**src/rtl/soa_ram.sv**
```systemverilog
// ============================================================================
// soa_ram
// Generic single-write, single-read RAM with registered read data.
// ============================================================================
module soa_ram #(
  parameter int WIDTH = 8,
  parameter int DEPTH = 64
) (
  input  logic                     clk,
  input  logic                     we,
  input  logic [$clog2(DEPTH)-1:0] waddr,
  input  logic [WIDTH-1:0]         wdata,
  input  logic [$clog2(DEPTH)-1:0] raddr,
  output logic [WIDTH-1:0]         rdata
);

  logic [WIDTH-1:0] mem [DEPTH];
  logic [WIDTH-1:0] rdata_r;

  always_ff @(posedge clk) begin
    if (we) begin
      mem[waddr] <= wdata;
    end
    rdata_r <= mem[raddr];
  end

  assign rdata = rdata_r;

endmodule

```
**config.mk**
```make
export PLATFORM = sky130hd
export DESIGN_NAME = soa_ram
export DESIGN_NICKNAME = d
export VERILOG_FILES = /design/src/rtl/soa_ram.sv
export SDC_FILE = /design/constraint.sdc
export NUM_CORES = 1
export LEC_CHECK = 0
export BUFFER_PORTS_ARGS = -buffer_cell sky130_fd_sc_hd__buf_2
export CELL_PAD_IN_SITES_DETAIL_PLACEMENT = 0
export CELL_PAD_IN_SITES_GLOBAL_PLACEMENT = 1
export CORE_AREA = 4 4 175 220
export CTS_CLUSTER_DIAMETER = 150
export DETAILED_ROUTE_END_ITERATION = 10
export DIE_AREA = 0 0 179 224
export GPL_TIMING_DRIVEN = 0
export HOLD_SLACK_MARGIN = 0.12
export PLACE_DENSITY_LB_ADDON = 0.1
export SLEW_MARGIN = 40
export SYNTH_ARGS = -nofsm -noshare
export SYNTH_HDL_FRONTEND = slang
export SYNTH_SLANG_ARGS = --single-unit
```
**constraint.sdc**
```tcl
create_clock -name clk -period 2.3 [get_ports clk]
set_input_delay 0.46 -clock clk [delete_from_list [all_inputs] [get_ports clk]]
set_output_delay 0.46 -clock clk [all_outputs]
set_load 0.005 [all_outputs]
```
==> summary.md, run 1 <==
| Metric | Value |
|---|---|
| Synth Area per Inst | `between 20 and 25 um^2` |
| Top_reg_cell synth | `edfxtp_1` |
| Core Region | `36,200 um^2` |
| Maximum clock insertion buffer count | `3` |
| Place WS | `-0.980 ns` |
| Fill cells | `around 2,500` |
| Area share of fa/ha/maj cells after synthesis | `0%` |
| RSZ-0062 raised after global routing | `yes` |
| Post-Syn Area | `20,200 um^2` |
| Hold Fails Final Rpt | `0` |
| Final number of setup-violating endpoints | `0` |
| Placed wire-length estimate | `between 30,000 and 40,000 um` |
| Port Buffers | `21` |
| Die W | `about 180 um` |
| Pre-antenna DRT Iters | `7` |
| Vias | `between 9,000 and 10,000` |
| Detailed-route wire length per cell | `just over 30 um` |
| Mux cell area share after synthesis | `between 10% and 20%` |
| Skew-Pair Late Insertion Delay | `0.56 ns` |
| Vias/cell | `about 6.4` |
| Antenna-violating nets left | `0` |
| Minimum clock period | `roughly 2.3 ns` |
| Fmax | `437 MHz` |
| Fin crit share | `between 90% and 100%` |
| Overflow after GRT | `0` |
| Max_cap viols | `0` |
| Placed insts | `1,441` |
| GRT Total Usage | `roughly a quarter` |
| Most common cell in the synthesized netlist | `edfxtp_1` |
| Final non-filler cell total | `roughly 1,500` |
| Seq/Total Area, Yosys | `between 70% and 80%` |
| Sum Neg Setup Slack | `0 ns` |
| Post-synthesis xor/xnor area fraction | `0%` |
| Layout cells sized above 1 | `29.5%` |
| H-tree levels | `2` |
| Worst setup EP type | `flip-flop` |
| Pin slew with the least headroom to its limit | `0.893 ns` |
| Num CTS Buffers | `49` |
| Rel. slew slack | `40.3%` |
| WL final | `roughly 47,000 um` |
| CP startpoint kind | `input pin` |
| Synth Register Bits | `520` |
| Clock root cell | `clkbuf_16` |
| Pwr dens | `856 nW/um^2` |
| Top-area cell type share of the netlist area | `76.2%` |
| Post-synthesis compound-gate area fraction | `2.07%` |
| Row count | `between 70 and 80` |
| Layout area overhead | `11.9%` |
| Main combinational cell family by area after synthesis | `multiplexers` |
| First-pass GRT wire length | `slightly below 70,000 um` |
| Initial antenna violation count | `0` |
| Syn Nets | `between 900 and 1,000` |
| Worst path arrival time | `2.47 ns` |
| Library cells used by synthesis | `40` |
| Simple-gate portion of the synthesized area | `3.39%` |
| EDFF count, synth | `512` |
| Dominant cell type by area after synthesis | `edfxtp_1` |
| DRC | `0` |
| Initial core utilization | `55.7%` |
| Final Worst Setup Slack | `0.0124 ns` |
| Nets | `1,032` |
| Largest net degree at the start of global routing | `65` |
| Clock skew | `0.0180 ns` |
| Placer Congestion | `0.858` |
| Worst path required time | `2.49 ns` |
| Fin. max-slew vios | `0` |
| Outcome | `finished, final reports clean` |
| First DRT Iteration DRCs | `1,143` |
| CP Class | `in2reg` |
| Vias in the first global route | `9,700` |
| Maximum VDD drop | `0.000700 V` |
| Die ar. | `roughly 40,000 um^2` |
| Die Ht | `approximately 220 um` |
| Static leakage | `6.97 nW` |
| Synth area leaders | `edfxtp_1 (76%), mux4_2 (14%), nor2_1 (1.5%)` |
| Crit-path max FO | `10` |
| Tot Pwr | `~19 mW` |
| Top-level I/O count | `30` |
| YS warnings | `0` |
| Most frequent cells after synthesis | `edfxtp_1 (512), mux4_2 (126), nor2_1 (83)` |
| CTS tree | `built` |
| Antenna cell count | `0` |
| Synth async-reset ratio | `0%` |
| Finished Core Util | `about 62%` |
| CTS Sinks | `520` |
| Synthesized instance count | `940` |
| Hold crit path type | `in2reg` |
| Clock transition at the registers of the reported paths | `0.06 ns` |
[per-stage QoR]
stage	hold WS, ns	instance area, um^2
3_3_place_gp	0.839	20900
2_1_floorplan	0.559	20200
5_1_grt	0.333	22600
4_1_cts	0.302	22500
3_5_place_dp	0.838	20900
6_report	0.342	22600
[timing repair]
action                     in CTS  in global routing
buffers inserted                0                  0
resized for setup               8                  6
hold buffers                    0                  0
setup endpoints to repair       8                 26
[critical path: stages]
cell and delay, ns:
clkbuf_1 0.36, nor2b_1 0.25, nand3_1 0.67, nor2_2 0.74
[layout by cell type, fill, tap and decap left out, types with 5 or more instances in the layout]
master and n:
clkbuf_1 26, buf_2 21, mux4_2 126, bufinv_16 5, clkinv_1 8, nor2b_1 14, mux2_2 13, o22ai_1 8
nand2b_1 7, a221oi_1 6, o221ai_1 8, nor2_1 45, clkbuf_16 49, buf_4 24, nor3_1 5, dfxtp_1 8
nand3_1 12, edfxtp_1 512, nor2_2 38, nand2_1 19, clkinv_2 9, mux2i_1 20
[sequential cells by signal, summed over array words and instances (netlist names)]
name,flops
mem,512
rdata,8
[layout make-up]
cell class	instances	area (um^2)	share of cell area, %
repair buffers	21	125	0.555
flip-flops and latches	520	15500	68.9
plain buffers	49	323	1.43
clock buffers	60	1270	5.62
clock inverters	26	258	1.14
multi-input cells	369	4450	19.7
well taps	480	601	2.66
[power by group]
| group | leakage, nW | internal [mW] | switching (mW) |
|---|---|---|---|
| Sequential | 4.67 | 10.5 | 0.0176 |
| Clock | 0.744 | 4.47 | 3.29 |
| Combinational | 1.55 | 0.379 | 0.674 |
| Total | 6.97 | 15.3 | 3.98 |
[worst paths after layout]
| check | end | cells past startpoint | from | slack (ns) |
|---|---|---|---|---|
| setup / recovery | mem[61][4]$_DFFE_PP_ | 4 | waddr[2] | 0.01 |
| hold / removal | rdata[5]$_DFF_P_ | 2 | raddr[5] | 0.34 |
| setup reg to reg | rdata[5]$_DFF_P_ | 4 | mem[3][5]$_DFFE_PP_ | 0.18 |
| hold reg to reg | rdata[1]$_DFF_P_ | 4 | mem[23][1]$_DFFE_PP_ | 0.95 |
[kinds of logic after synthesis]
kind of cell,Yosys count
AO/OA/AOI/OAI,54
flip-flops,520
AND/OR/NAND/NOR,153
multiplexers,162
buffers and inverters,51
[routing by layer]
layer  track usage, %  vias up  share of wire (%)
met3             4.47       95                8.0
met4             7.95        0                3.6
met5                0        -                  0
met1             34.7     5078                 40
li1                 -     4061                  -
met2             38.0      454                 49
Power figures use the tool's default switching activity.
==> inputs of run 2 (changes only) <==
- CORE_AREA: 4 4 175 220 -> 4 4 206 259
- DIE_AREA: 0 0 179 224 -> 0 0 210 263
- clock period: 2.3 -> 2.6 ns (I/O delays scaled with it)
==> run 2 against run 1 <==
Critical path depth up 1. Die area up 38%. Clock power down 1%. Sequential power down 12%. Global-route usage down 5.0 points. Design area up 2.0%. Clock skew up 0.0024 ns. Sequential cell count unchanged. Routed wire length up 12%. Setup slack better by 0.018 ns. Hold slack better by 0.050 ns. Register-to-register slack better by 0.20 ns. Critical endpoint is now rdata[3]$_DFF_P_. Largest power group unchanged.
==> summary.md, run 2 (same netlist as run 1, synthesis figures left out) <==
| Metric | Value |
|---|---|
| Max reg flops | `512` |
| WL final | `approximately 53,000 um` |
| Antenna-violating nets left | `0` |
| Final number of setup-violating endpoints | `0` |
| Clock root cell | `clkbuf_16` |
| Layout area overhead | `14.1%` |
| Nets | `roughly 1,000` |
| Die W | `210 um` |
| WHS | `0.392 ns` |
| Antenna cell count | `0` |
| First-pass GRT wire length | `between 70,000 and 80,000 um` |
| CTS tree | `built` |
| Hold crit path type | `in2reg` |
| Row count | `93` |
| Num CTS Buffers | `52` |
| Most frequent cells in the layout | `edfxtp_1 (512), mux4_2 (126), clkbuf_16 (53)` |
| Worst setup EP type | `flip-flop` |
| Pwr dens | `779 nW/um^2` |
| Skew-Pair Late Insertion Delay | `between 0.5 and 0.6 ns` |
| Core Region | `51,000 um^2` |
| Vias in the first global route | `10,100` |
| Overflow after GRT | `0` |
| DRC | `0` |
| Rel. slew slack | `37.0%` |
| Largest net degree at the start of global routing | `65` |
| CTS Sinks | `520` |
| Top-level I/O count | `30` |
| CP startpoint kind | `input pin` |
| Vias | `9,615` |
| Port Buffers | `21` |
| Maximum VDD drop | `0.000606 V` |
| Clock transition at the registers of the reported paths | `0.06 ns` |
| Crit-path max FO | `10` |
| H-tree levels | `2` |
| Outcome | `finished, final reports clean` |
| Commonest non-fill, non-tap cell in the layout | `edfxtp_1` |
| Die ar. | `roughly 55,000 um^2` |
| Placer Congestion | `0.812` |
| Initial antenna violation count | `3` |
| Fin crit share | `about 100%` |
| Worst path required time | `3.01 ns` |
| Postcts setup bufs | `0` |
| Minimum clock period | `between 2 and 3 ns` |
| Top reg by flops | `mem` |
| CP Class | `in2reg` |
| Worst path arrival time | `2.98 ns` |
| Initial core utilization | `39.6%` |
| Placed wire-length estimate | `around 34,000 um` |
| Vias/cell | `5.59` |
| Pin slew with the least headroom to its limit | `0.943 ns` |
| RSZ-0062 raised after global routing | `no` |
| Detailed-route wire length per cell | `just over 30 um` |
| Pre-antenna DRT Iters | `5` |
| Hold Fails Final Rpt | `0` |
| Sum Neg Setup Slack | `0 ns` |
| GRT Total Usage | `19.1%` |
| Layout cells sized above 1 | `30.4%` |
| Tot Pwr | `around 18 mW` |
| Maximum clock insertion buffer count | `3` |
| Fin. max-slew vios | `0` |
| Die Ht | `263 um` |
| First DRT Iteration DRCs | `803` |
| Clock skew | `0.0203 ns` |
| Fmax | `between 300 and 400 MHz` |
| Static leakage | `7.07 nW` |
| Max_cap viols | `0` |
-- run 2: through the flow --
step                util [%]  cell area (um^2)  worst slack, ns  cells
floorplan                  -             20200            0.412    940
global placement        41.4             21100           -0.929   1626
detailed placement      41.6             21200           -0.808   1626
CTS                     45.0             22900           0.0114   1720
global route            45.1             23000           0.0122   1720
finish                  45.1             23000           0.0308   1720
-- run 2: per-layer routing --
| metal | share of wire [%] | wire [um] | global-route usage [%] | vias to the layer above |
|---|---|---|---|---|
| met5 | 0 | 0 | 0 | - |
| met4 | 2.7 | 1430 | 5.35 | 0 |
| met3 | 5.4 | 2830 | 4.00 | 74 |
| met2 | 51 | 26900 | 32.4 | 282 |
| met1 | 41 | 21500 | 25.1 | 5182 |
| li1 | - | - | - | 4077 |
-- run 2: critical path, stage by stage --
cell,delay (ns)
buf_2,0.31
clkbuf_1,0.59
clkbuf_1,0.57
a2111oi_0,0.26
o41ai_1,0.71
-- run 2: path summary, 6_finish.rpt --
check	cells after the start	start	to	slack [ns]
min reg2reg	3	mem[31][4]$_DFFE_PP_	rdata[4]$_DFF_P_	1.00
max	5	raddr[3]	rdata[3]$_DFF_P_	0.03
min	2	raddr[5]	rdata[5]$_DFF_P_	0.39
max reg2reg	4	mem[0][3]$_DFFE_PP_	rdata[3]$_DFF_P_	0.38
-- run 2: repair_timing --
item,CTS,global route
endpoints found under the setup margin,8,6
gates resized for setup,1,4
hold endpoints to repair,0,0
hold buffers,0,0
-- run 2: layout make-up --
class                      count  area [um^2]
clock buffer                  73         1470
buffer                        49          317
fill                        4359        28000
timing repair buffer          21          125
tap                          665          832
multi-input combinational    369         4460
clock inverter                23          263
sequential                   520        15500
-- run 2: power by group --
| part | switching, mW | leakage, nW | total, mW | internal (mW) |
|---|---|---|---|---|
| clock network | 3.13 | 0.849 | 7.66 | 4.53 |
| logic | 0.628 | 1.55 | 0.960 | 0.332 |
| registers | 0.0148 | 4.67 | 9.29 | 9.28 |
| total | 3.77 | 7.07 | 17.9 | 14.1 |
==> inputs of run 3 (changes only) <==
- PLACE_DENSITY: unset -> 0.64
- PLACE_DENSITY_LB_ADDON: 0.1 -> unset
==> run 3 against run 2 <==
Utilization down 0.59 points. Sequential cell count stayed put. Non-clock buffer count stayed put. Largest power group unchanged. Clock-buffer cell count fell by 7. Hold slack better by 0.032 ns. Design area fell by 1.3%. Setup slack improved by 0.033 ns. Largest cell class unchanged. Register-to-register slack improved by 0.02 ns. Critical endpoint unchanged. Total power fell by 5.6%. Via count is essentially flat. Sequential power barely moved. First-iteration DRC count increased by 45%.
==> summary.md, run 3 (same netlist as run 1, synthesis figures left out) <==
| Metric | Value |
|---|---|
| Outcome | `finished, final reports clean` |
| Hold crit path type | `in2reg` |
| Place WS | `-0.715 ns` |
| GRT Total Usage | `17.9%` |
| CP Class | `in2reg` |
| Vias | `9,613` |
| Worst setup EP type | `flip-flop` |
| Placed wire-length estimate | `31,600 um` |
| Most frequent cells in the layout | `edfxtp_1 (512), mux4_2 (126), clkbuf_16 (49)` |
| Minimum clock period | `roughly 2.5 ns` |
| Layout cells sized above 1 | `28.9%` |
| Skew-Pair Late Insertion Delay | `roughly 0.56 ns` |
| R2R Setup Slk | `0.40 ns` |
| Seq pwr share | `54.9%` |
| Crit-path max FO | `10` |
| Internal | `13.4 mW` |
| Clock root cell | `clkbuf_16` |
| Clock share of power | `about two fifths` |
| Die Ht | `263 um` |
| Worst path required time | `2.98 ns` |
| Detailed-route wire length per cell | `slightly below 30 um` |
| H-tree levels | `2` |
| Num CTS Buffers | `49` |
| Placed insts | `1,626` |
| Max_cap viols | `0` |
| Pre-antenna DRT Iters | `5` |
| Logic pwr share | `5.6%` |
| Initial core utilization | `39.6%` |
| Placer Congestion | `0.844` |
| Postcts setup bufs | `0` |
| Nets | `about 1,000` |
| Commonest non-fill, non-tap cell in the layout | `edfxtp_1` |
| Antenna-violating nets left | `0` |
| First DRT Iteration DRCs | `around 1,200` |
| Switch share | `21.0%` |
| Fill cells | `between 4,000 and 5,000` |
| NetSw | `3.54 mW` |
| Fin crit share | `97.5%` |
| Port Buffers | `21` |
| Most frequent CP cell | `buf_4` |
| Max reg flops | `between 500 and 600` |
| Hold Fails Final Rpt | `0` |
| Fmax | `about 400 MHz` |
| Antenna cell count | `0` |
| Static leakage | `6.93 nW` |
| Die W | `210 um` |
| Hold buffers post-CTS | `0` |
| Clock transition at the registers of the reported paths | `0.06 ns` |
| Layout area overhead | `12.6%` |
| DRC | `0` |
| Final number of setup-violating endpoints | `0` |
| Initial antenna violation count | `1` |
| Top-level I/O count | `30` |
| CTS tree | `built` |
| Die ar. | `55,200 um^2` |
| Vias in the first global route | `around 10,000` |
| Fin. max-slew vios | `0` |
| Clock skew | `0.0227 ns` |
| Tot Pwr | `16.9 mW` |
| CP startpoint kind | `input pin` |
| Rel. slew slack | `between 40% and 50%` |
| Crit path max-delay cell type | `o41ai_1` |
| Final non-filler cell total | `1,710` |
| Final Worst Setup Slack | `0.0641 ns` |
| Pin slew with the least headroom to its limit | `0.839 ns` |
| First-pass GRT wire length | `71,300 um` |
| CTS Sinks | `520` |
| Core Region | `51,000 um^2` |
| Overflow after GRT | `0` |
| Pwr dens | `745 nW/um^2` |
| Largest net degree at the start of global routing | `65` |
| CP Cell Sequence | `buf_4, buf_4, buf_4, clkbuf_4, nand3b_1, o22ai_1, o41ai_1` |
| Vias/cell | `5.62` |
| Slowest stage delay, CP | `0.69 ns` |
| WL final | `49,500 um` |
| Maximum VDD drop | `between 0.0004 and 0.0005 V` |
| Top reg by flops | `mem` |
| RSZ-0062 raised after global routing | `no` |
| Row count | `93` |
| Maximum clock insertion buffer count | `3` |
| Worst path arrival time | `2.92 ns` |
[run 3: layout make-up]
class / instances / area (um^2) / share of cell area [%]
Tap cell: 665 / 832 / 3.66
Buffer: 49 / 318 / 1.40
Clock inverter: 20 / 168 / 0.738
Timing Repair Buffer: 21 / 125 / 0.551
Multi-Input combinational cell: 369 / 4440 / 19.6
Clock buffer: 66 / 1290 / 5.68
Sequential cell: 520 / 15500 / 68.4
[run 3: through the flow]
step           hold slack, ns  area [um^2]  util, %  setup TNS, ns
2_1_floorplan           0.619        20200        -              0
3_3_place_gp            0.900        21100     41.4         -41.50
3_5_place_dp            0.898        21200     41.6         -55.44
4_1_cts                 0.368        22600     44.4              0
5_1_grt                 0.381        22700     44.6              0
6_report                0.424        22700     44.6              0
[run 3: repair_timing]
action | 4_1_cts | 5_1_grt
pin swaps | 0 | 0
gates cloned | 0 | 0
endpoints found under the setup margin | 3 | 2
gates resized for setup | 2 | 2
[run 3: layer usage]
metal / global-route usage [%] / share of wire (%)
met5: 0 / 0.016
met4: 6.77 / 3.7
met2: 29.9 / 51
met1: 23.9 / 40
met3: 2.63 / 5.4
[run 3: path summary, 6_finish.rpt]
path	endpoint	start	cells after the start
setup / recovery	rdata[3]$_DFF_P_	raddr[1]	7
hold reg to reg	rdata[0]$_DFF_P_	mem[22][0]$_DFFE_PP_	4
hold / removal	rdata[5]$_DFF_P_	raddr[5]	2
setup reg to reg	rdata[4]$_DFF_P_	mem[20][4]$_DFFE_PP_	5
[run 3: worst max-delay path: cells and delay by family]
kind            cells  cell delay [ns]
buf+inv             4             1.17
compound gates      2             0.89
simple gates        1             0.31
[run 3: power groups by stage]
| stage | logic (mW) | registers, mW | clock network (mW) |
|---|---|---|---|
| global route | 0.993 | 9.29 | 7.11 |
| floorplan | 0.494 | 9.47 | 0 |
| global placement | 0.925 | 9.47 | 0 |
| CTS | 0.944 | 9.29 | 6.80 |
| detailed placement | 0.945 | 9.47 | 0 |
| finish | 0.940 | 9.29 | 6.68 |
